[config.mk]
export PLATFORM = sky130hd
export DESIGN_NAME = sai_cell
export DESIGN_NICKNAME = d
export VERILOG_FILES = /design/src/hdl/sai_pkg.sv /design/src/hdl/sai_cell.sv
export SDC_FILE = /design/constraint.sdc
export NUM_CORES = 1
export LEC_CHECK = 0
export BUFFER_PORTS_ARGS = -buffer_cell sky130_fd_sc_hd__buf_4
export CORE_ASPECT_RATIO = 0.5
export CORE_MARGIN = 4
export CORE_UTILIZATION = 51
export DETAILED_ROUTE_END_ITERATION = 8
export PLACE_DENSITY = 0.88
export SLEW_MARGIN = 20
export SYNTH_ARGS = -nofsm -noshare
export SYNTH_HDL_FRONTEND = slang
export SYNTH_SLANG_ARGS = --single-unit
[constraint.sdc]
create_clock -name clock -period 3.5 [get_ports clock]
set_input_delay 0.7 -clock clock [delete_from_list [all_inputs] [get_ports clock]]
set_output_delay 0.7 -clock clock [all_outputs]
set_load 0.005 [all_outputs]
[src/hdl/sai_pkg.sv]
// ----------------------------------------------------------------------------
// sai_pkg: shared types and codes for the sorted array insert block
// Item kinds, status codes, fixed field widths and the cell control bundle.
// ----------------------------------------------------------------------------
package sai_pkg;

   // fixed field widths
   localparam int KIND_W = 2;
   localparam int SLOT_W = 6;
   localparam int STAT_W = 2;
   localparam int POS_W  = 7;

   // item kinds
   localparam logic [KIND_W-1:0] KIND_INSERT = 2'd0;
   localparam logic [KIND_W-1:0] KIND_READ   = 2'd1;
   localparam logic [KIND_W-1:0] KIND_CLEAR  = 2'd2;

   // result status codes
   localparam logic [STAT_W-1:0] STAT_OK    = 2'd0;
   localparam logic [STAT_W-1:0] STAT_FULL  = 2'd1;
   localparam logic [STAT_W-1:0] STAT_RANGE = 2'd2;

   // control broadcast to every cell of the chain
   typedef struct packed {
      logic cmp_en;    // register the compare flag against the broadcast key
      logic shift_en;  // apply the insert: take new key or the left neighbor
   } cell_ctrl_type;

endpackage

[src/hdl/sai_cell.sv]
// ----------------------------------------------------------------------------
// sai_cell: one storage cell of the insertion chain
// Holds one key, compares it with the broadcast key and on an insert either
// keeps it, takes the new key or takes its left neighbor's key.
// ----------------------------------------------------------------------------
module sai_cell
   import sai_pkg::*;
#(
   parameter int KEY_WIDTH = 32
) (
   input  logic                 clock,
   input  logic                 reset,
   input  cell_ctrl_type        ctrl,
   input  logic [KEY_WIDTH-1:0] new_key,
   input  logic [KEY_WIDTH-1:0] left_key,
   input  logic                 left_gt,
   input  logic                 valid,
   output logic [KEY_WIDTH-1:0] key_q,
   output logic                 gt_q,
   output logic                 take_new
);

   logic [KEY_WIDTH-1:0] key_ff;
   logic [KEY_WIDTH-1:0] key_in;
   logic                 gt_ff;
   logic                 gt_in;

   // an empty cell counts as greater than any key
   always_comb begin
      gt_in = gt_ff;
      if (ctrl.cmp_en) begin
         gt_in = !valid || ($signed(key_ff) > $signed(new_key));
      end
   end

   // first greater cell takes the new key, cells above it shift up by one
   assign take_new = gt_ff && !left_gt;

   always_comb begin
      key_in = key_ff;
      if (ctrl.shift_en) begin
         if (take_new) begin
            key_in = new_key;
         end else if (left_gt) begin
            key_in = left_key;
         end
      end
   end

   always_ff @(posedge clock) begin
      if (reset) begin
         gt_ff <= 1'b0;
      end else begin
         gt_ff <= gt_in;
      end
   end

   always_ff @(posedge clock) begin
      key_ff <= key_in;
   end

   assign key_q = key_ff;
   assign gt_q  = gt_ff;

endmodule

Word level (Yosys, flattened, before mapping)
Cells that the tools add are included.

storage, ports and cells
  bits in registers = 33
  bits in latches = 0
  memory bits (writable) = 0
  bits in read-only memories = 0
  input port bits = 70
  word-level logic and storage cells = 11
  memories = 0

operators by class
  add/sub/neg operators = 0
  multipliers = 0
  div/mod/pow operators = 0
  $lt $le $gt $ge = 1
  eq/ne operators = 0
  shift operators = 0
  mux-type cells = 2
  bitwise operators = 0
  reduce and logical (&&, ||, !) cells = 6

operators with widths
  cell                 number
  32-bit two-way mux   2
  32-bit > comparator  1
  1-bit zero test      2
  2-bit AND reduction  1
  2-bit nonzero test   1
  1-bit logical AND    1
  1-bit logical OR     1

Depth between registers and ports, before layout
Gate-level depths: netlist of the first run.

  depth in word-level cells = 4
  mapped depth = 8

Worst setup path before layout of the first run
No wires, ideal clock.

  kind = input port to flip-flop
  start = input port new_key[14]
  end = register gt_ff, in the netlist gt_q
  arrival time = 1.960 ns
  slack = 1.407 ns
  cell stages on the path = 7
  buffers on the path = 0
  cells stage by stage = inv_1 ha_1 a21oi_1 nand2_1 a221o_1 o311ai_0 nand3_1

between the ends
  word-level cells in the longest chain between the ends = 2

RTL lines
  element               line            RTL
  start, declared       sai_cell.sv:14  input logic [KEY_WIDTH-1:0] new_key,
  32-bit > comparator   sai_cell.sv:32  gt_in = !valid || ($signed(key_ff) > $signed(new_key));
  1-bit logical OR      sai_cell.sv:32
  end signal, assigned  sai_cell.sv:54  gt_ff <= gt_in;
  end, declared         sai_cell.sv:25  logic gt_ff;

Every way passes these cells.
A chain may end at the register's enable or synchronous reset.

Worst setup path after layout of the first run
  start = input port left_gt
  end = output port take_new

between the ends
  word-level cells in the longest chain between the ends = 2

RTL lines
  element            line            RTL
  start, declared    sai_cell.sv:16  input logic left_gt,
  1-bit zero test    sai_cell.sv:37  assign take_new = gt_ff && !left_gt;
  1-bit logical AND  sai_cell.sv:37
  end, declared      sai_cell.sv:20  output logic take_new

Every way passes these cells.

==> results of run 1 <==
flip-flops by register name, summed over array words and instances, names as in the netlist:
| signal | cells |
|---|---|
| gt_q | 1 |
| key_q | 32 |
worst max path at each step:
stage / cells past startpoint / slack, ns / end / startpoint
2_1_floorplan: 7 / 1.41 / gt_q / new_key[14]
3_3_place_gp: 9 / 1.10 / gt_q / new_key[14]
3_5_place_dp: 9 / 1.02 / gt_q / new_key[14]
4_1_cts: 3 / 1.22 / take_new / left_gt
5_1_grt: 9 / 1.12 / gt_q / new_key[14]
6_report: 3 / 1.25 / take_new / left_gt
cells in the mapped netlist:
| library cell | instances |
|---|---|
| edfxtp_1 | 32 |
| ha_1 | 32 |
| inv_1 | 32 |
| mux2_2 | 32 |
| a21oi_1 | 15 |
| nand2_1 | 7 |
| nand3_1 | 4 |
| nand4_1 | 4 |
| buf_2 | 3 |
| nor2_1 | 3 |
| o21ai_0 | 3 |
| nand4_2 | 2 |
| nor2b_1 | 2 |
| o211ai_1 | 2 |
| a211oi_1 | 1 |
| a21boi_0 | 1 |
| a21o_1 | 1 |
| a221o_1 | 1 |
| a22oi_1 | 1 |
| a31oi_1 | 1 |
| and2_1 | 1 |
| and4_1 | 1 |
| clkbuf_1 | 1 |
| dfxtp_1 | 1 |
| nor3_1 | 1 |
| nor4_1 | 1 |
| nor4_2 | 1 |
| o21a_1 | 1 |
| o21bai_1 | 1 |
| o311ai_0 | 1 |
| or3b_1 | 1 |
metal layers:
metal / track usage, % / share of wire, % / vias to the layer above
li1: - / - / 917
met1: 22.35 / 38 / 844
met2: 41.02 / 56 / 60
met3: 4.453 / 5.9 / 6
met4: 3.311 / 0.56 / 0
met5: 0 / 0 / -
layout by cell type (no fill, tap or decap), types with 2 or more instances in the layout:
cell | Yosys | layout
inv_1 | 32 | 32
buf_4 | 0 | 105
nand3_1 | 4 | 4
a21oi_1 | 15 | 15
nand4_1 | 4 | 4
o211ai_1 | 2 | 2
nand2_1 | 7 | 7
mux2_2 | 32 | 32
edfxtp_1 | 32 | 32
ha_1 | 32 | 32
o21ai_0 | 3 | 3
nand4_2 | 2 | 2
clkbuf_8 | 0 | 6
nor2_1 | 3 | 3
layout make-up:
type / count / area, sq um / share of cell area (%)
sequential: 33 / 980.9 / 30.81
tap: 54 / 67.56 / 2.122
multi-input combinational: 121 / 1111 / 34.89
clock buffer: 7 / 86.33 / 2.711
inverter: 32 / 120.1 / 3.772
timing repair buffer: 105 / 788.3 / 24.75
clock inverter: 1 / 30.03 / 0.9430
stage by stage:
stage               cells  area (sq um)  power [uW]
floorplan             190          2223       671.8
global placement      345          3068       818.1
detailed placement    345          3068       833.7
CTS                   353          3184        1212
global route          353          3184        1267
finish                353          3184        1200
kinds of logic (layout without fill, tap and decap cells):
| family | after synthesis | in the layout | synth area share [%] |
|---|---|---|---|
| AND/OR/NAND/NOR | 28 | 28 | 7.541 |
| AO/OA/AOI/OAI | 29 | 29 | 7.879 |
| buffers and inverters | 36 | 145 | 6.246 |
| flip-flops | 33 | 33 | 44.12 |
| adder cells (fa/ha/maj) | 32 | 32 | 18.01 |
| multiplexers | 32 | 32 | 16.21 |
where the power goes:
group | internal [uW] | switching [uW]
logic | 183 | 135
clock network | 232 | 145
registers | 483 | 21.9
==> metrics.md, run 1 <==
| Metric | Value |
|---|---|
| Outcome | `complete, no violations` |
| Post-route antenna net violation count | `0` |
| Overall Global Routing Usage | `~20%` |
| Starting Density | `between 50% and 60%` |
| Pin count of the biggest net entering global routing | `33` |
| Critical Path AT | `between 1.5 and 2 ns` |
| Peak supply drop | `0.3127 mV` |
| Sequential-to-total area share from yosys stat | `about 44%` |
| Final worst-path cycle share | `64.42%` |
| CP max-delay cell | `nor2b_4` |
| Final global-route overflow total | `0` |
| Number of global-route vias before repair | `1878` |
| MaxCap Viol Count | `0` |
| WHS | `slightly above 0.7 ns` |
| Gp weighted congestion | `roughly 0.74` |
| Die H | `approximately 55 um` |
| Share of post-route cells with drive strength above 1 | `around half` |
| FP Rows | `16` |
| CTS Hold Buffers Added | `0` |
| Sink Count | `33` |
| Vias per inst | `5.176` |
| First-pass GRT wire length | `about 8500 um` |
| Nets | `400` |
| Min-delay src | `left_key[24]` |
| Critical R2R Capture | `gt_q` |
| Inserted Diodes | `0` |
| Fillers | `between 200 and 250` |
| Crit path buffers/inverters | `2` |
| Startpoint Class | `input pin` |
| Final worst slack | `1.245 ns` |
| Synth top area share | `about 43%` |
| IO Count | `between 100 and 150` |
| Clk Latency, worst-skew pair | `0.29 ns` |
| Actual slew at the worst max-slew pin | `0.6316 ns` |
| Synth top area cells | `edfxtp_1, ha_1, mux2_2` |
| Netlist cell types | `31` |
| Slew Limit Fails | `0` |
| Mapped Cells | `190` |
| Crit path max-delay family | `simple AND/OR/NAND/NOR gates` |
| Via count | `1827` |
| Clk pin slew, worst setup/hold paths | `~0.07 ns` |
| Syn_nets | `approximately 290` |
| Syn. warnings | `0` |
| Setup violators final | `0` |
| Die area | `roughly 0.0055 sq mm` |
| Placed wire-length estimate | `approximately 4500 um` |
| Worst setup EP type | `output port` |
| CTS tree | `done` |
| Die width | `101.4 um` |
| Layout area overhead | `43.22%` |
| Crit-path max cell delay | `0.51 ns` |
| Hold Crit Class | `input pin to flip-flop` |
| Fmax | `between 400 and 500 MHz` |
| RSZ-0062 raised after global routing | `false` |
| Hold Vio Cnt, Final | `0` |
| Hold Path End | `key_q[24]` |
| CP Cell Sequence | `buf_4 > nor2b_4 > buf_4` |
| Leak Pwr | `about 0.0015 uW` |
| CTS resizes | `0` |
| Setup Skew | `~0.0056 ns` |
| Reg2reg start | `key_q[14]` |
| # H-tree levels | `2` |
| Reg2reg path depth | `7` |
| # DRC | `0` |
| Worst hold stages | `2` |
| Cell taking the most area after synthesis | `edfxtp_1` |
| Minimum clock period | `between 2 and 2.5 ns` |
| DR pass1 iterations | `4` |
| Core Util, Final | `78.74%` |
| Port bufs | `approximately 100` |
| Number of buffers created by CTS | `5` |
| CTS Buffer Depth | `2` |
| Root Driver | `clkbuf_8` |
| Setup tns final | `0 ns` |
| DRT Wirelength | `about 5500 um` |
| CP most frequent cell | `buf_4` |
| Drt first-iter violations | `65` |
| Setup Fix Bufs, Post-CTS | `0` |
| Pwr Density | `between 300 and 400 mW/mm^2` |
| Routed WL per cell | `~16 um` |
| Syn Area/Cell | `11.70 sq um` |
| Post-placement worst setup slack | `around 1 ns` |
| Initial antenna violation count | `0` |
| WS Path Type | `input pin to output port` |
| WP data required | `between 2 and 3 ns` |
| Core area | `0.004044 sq mm` |
| CP Max Fanout | `23` |
| Rel. slew slack | `approximately 58%` |
| Worst R2R Setup Slack | `between 1 and 1.5 ns` |
| #FFs+latches synth | `33` |
| Mapped Area | `about 0.0022 sq mm` |
No activity file was read; power rests on OpenSTA's default activity.
==> run 2, diff against run 1 <==
--- a/config.mk
+++ b/config.mk
@@ -8,9 +8,9 @@
 export BUFFER_PORTS_ARGS = -buffer_cell sky130_fd_sc_hd__buf_4
 export CORE_ASPECT_RATIO = 0.5
 export CORE_MARGIN = 4
-export CORE_UTILIZATION = 51
+export CORE_UTILIZATION = 42
 export DETAILED_ROUTE_END_ITERATION = 8
-export PLACE_DENSITY = 0.88
+export PLACE_DENSITY = 0.78
 export SLEW_MARGIN = 20
 export SYNTH_ARGS = -nofsm -noshare
 export SYNTH_HDL_FRONTEND = slang
==> constraint.sdc (replaced) <==
create_clock -name clock -period 1.9 [get_ports clock]
set_input_delay 0.38 -clock clock [delete_from_list [all_inputs] [get_ports clock]]
set_output_delay 0.38 -clock clock [all_outputs]
set_load 0.005 [all_outputs]
==> run 2 against run 1 <==
Compared with the run above: the flow now finishes with violations (setup timing); clock skew grew 0.0040 ns; clock-buffer cell count rose by 1; via count rose by 4.9%; combinational power grew 120%; critical path depth increased by 4; register-to-register slack lost 1.4 ns; global-route usage fell by 3.3 points; clock power increased by 46%; core utilization fell by 8.1 points; final area increased by 11%; first-iteration DRC count down 48%; highest routed layer unchanged.
==> metrics.md, run 2 (synthesized netlist as in run 1, its figures left out) <==
| Metric | Value |
|---|---|
| Layout area overhead | `59.48%` |
| Starting Density | `approximately 44%` |
| Fillers | `363` |
| Root Driver | `clkbuf_8` |
| RSZ-0062 raised after global routing | `true` |
| Overall Global Routing Usage | `between 10% and 20%` |
| Initial antenna violation count | `0` |
| Vias per inst | `4.865` |
| Max FFs per register | `32` |
| Clock Power Share | `24.9%` |
| CTS tree | `done` |
| Design Area, Final | `0.003546 sq mm` |
| MaxCap Viol Count | `0` |
| CP Max Fanout | `3` |
| CP Cell Sequence | `ha_4 > nand4_1 > nor4_4 > a31oi_1 > and2_1 > a21oi_2 > nand3_1` |
| Final global-route overflow total | `0` |
| DRT Wirelength | `a little under 6000 um` |
| Post-DP Area | `between 0.003 and 0.004 sq mm` |
| Die H | `59.45 um` |
| Final worst-path cycle share | `101.0%` |
| Nets | `425` |
| Sink Count | `33` |
| Actual slew at the worst max-slew pin | `roughly 0.29 ns` |
| Hold Vio Cnt, Final | `0` |
| # DRC | `0` |
| Inserted Diodes | `0` |
| Minimum clock period | `about 1.9 ns` |
| Comb pwr share | `around 32%` |
| CTS Hold Buffers Added | `0` |
| Setup crit start | `key_q[19]` |
| Setup Skew | `just under 0.01 ns` |
| Startpoint Class | `flip-flop` |
| Clk Latency, worst-skew pair | `0.28 ns` |
| Internal | `between 1500 and 2000 uW` |
| Pin count of the biggest net entering global routing | `23` |
| Hold Crit Class | `input pin to flip-flop` |
| Crit-path max cell delay | `0.44 ns` |
| Clk pin slew, worst setup/hold paths | `roughly 0.070 ns` |
| Port bufs | `slightly above 100` |
| Share of post-route cells with drive strength above 1 | `between 50% and 60%` |
| Core area | `between 0.005 and 0.006 sq mm` |
| CTS Buffer Depth | `2` |
| Most common cell after layout, fill and taps aside | `buf_4` |
| Leak Pwr | `roughly 0.0016 uW` |
| DR pass1 iterations | `4` |
| Placed wire-length estimate | `4667 um` |
| Reg2reg start | `key_q[19]` |
| Core Util, Final | `a little over two thirds` |
| Failing checks | `setup timing` |
| Number of buffers created by CTS | `5` |
| Gp weighted congestion | `slightly above 0.8` |
| Min-delay src | `left_key[28]` |
| Rel. slew slack | `80.45%` |
| Outcome | `finished with violations` |
| Pwr Density | `around 620 mW/mm^2` |
| WP data required | `roughly 2.1 ns` |
| Flop pwr share | `42.7%` |
| Sw power | `583.9 uW` |
| Peak supply drop | `approximately 0.31 mV` |
| Die width | `between 100 and 150 um` |
| Critical Path AT | `roughly 2.1 ns` |
| CP max-delay cell | `edfxtp_1` |
| Routed WL per cell | `approximately 15 um` |
| Worst setup EP type | `flip-flop` |
| IO Count | `104` |
| First-pass GRT wire length | `a little under 9000 um` |
| Setup violators final | `1` |
| Post-route antenna net violation count | `0` |
| Slew Limit Fails | `0` |
| Die area | `0.006593 sq mm` |
| Number of global-route vias before repair | `between 2000 and 2500` |
| # H-tree levels | `2` |
| Via count | `roughly 1900` |
| Most frequent cells in the layout | `buf_4, inv_1, mux2_2, edfxtp_1, ha_1` |
| FP Rows | `18` |
| Drt first-iter violations | `34` |
| WS Path Type | `flip-flop to flip-flop` |
| Switch share | `roughly a quarter` |
| Final worst slack | `-0.01977 ns` |
| Fmax | `520.9 MHz` |
==> run 2: per-stage QoR <==
step / std cells / power (uW) / setup slack (ns) / hold slack [ns] / TNS, ns
2_1_floorplan: 190 / 1238 / 0.1243 / 0.5999 / 0
4_1_cts: 383 / 2148 / 0.008256 / 0.3863 / 0
5_1_grt: 394 / 2318 / -0.1166 / 0.3936 / -0.1166
3_3_place_gp: 369 / 1535 / -0.08282 / 0.6822 / -0.08282
3_5_place_dp: 369 / 1562 / -0.1466 / 0.6865 / -0.1466
6_report: 394 / 2200 / -0.01977 / 0.3934 / -0.01977
==> run 2: critical path: cells and delay by family (launching register included) <==
family                     cells  cell delay (ns)
adders and majority gates      1             0.30
DFF                            1             0.44
AOI/OAI and AO/OA              2             0.26
and+or+nand+nor                4             0.80
==> run 2: routing by layer <==
metal,track usage [%],routed length (um),vias to the layer above
li1,-,-,964
met1,18.26,2260,890
met2,34.31,3223,53
met3,3.262,223,10
met4,4.912,112,0
met5,0,0,-
==> run 2: layout make-up <==
class	instances	area (sq um)	share of cell area (%)
multi-input combinational	121	1291	36.42
sequential	33	980.9	27.66
timing repair buffer	130	975.9	27.52
inverter	32	120.1	3.387
clock buffer	8	90.09	2.541
tap	70	87.58	2.470
==> run 2: repair_timing <==
item / 4_1_cts / 5_1_grt
setup buffers: 6 / 11
resized for setup: 5 / 14
hold endpoints to repair: 0 / 0
endpoints found under the setup margin: 1 / 1
gates cloned: 0 / 0
pin swaps: 4 / 12
==> run 2: power by group through the flow <==
| stage | Clock (uW) | Sequential [uW] | Combinational [uW] |
|---|---|---|---|
| after global placement | 0 | 943 | 592 |
| after floorplan | 0 | 946 | 292 |
| final | 549 | 939 | 713 |
| after CTS | 560 | 932 | 656 |
| after detailed placement | 0 | 947 | 615 |
| after global routing | 584 | 945 | 789 |
==> run 2: path summary, 6_finish.rpt <==
kind | end | cells after the start | slack (ns)
min reg2reg | gt_q | 4 | 0.83
min | key_q[28] | 2 | 0.39
max | gt_q | 7 | -0.02
max reg2reg | gt_q | 7 | -0.02
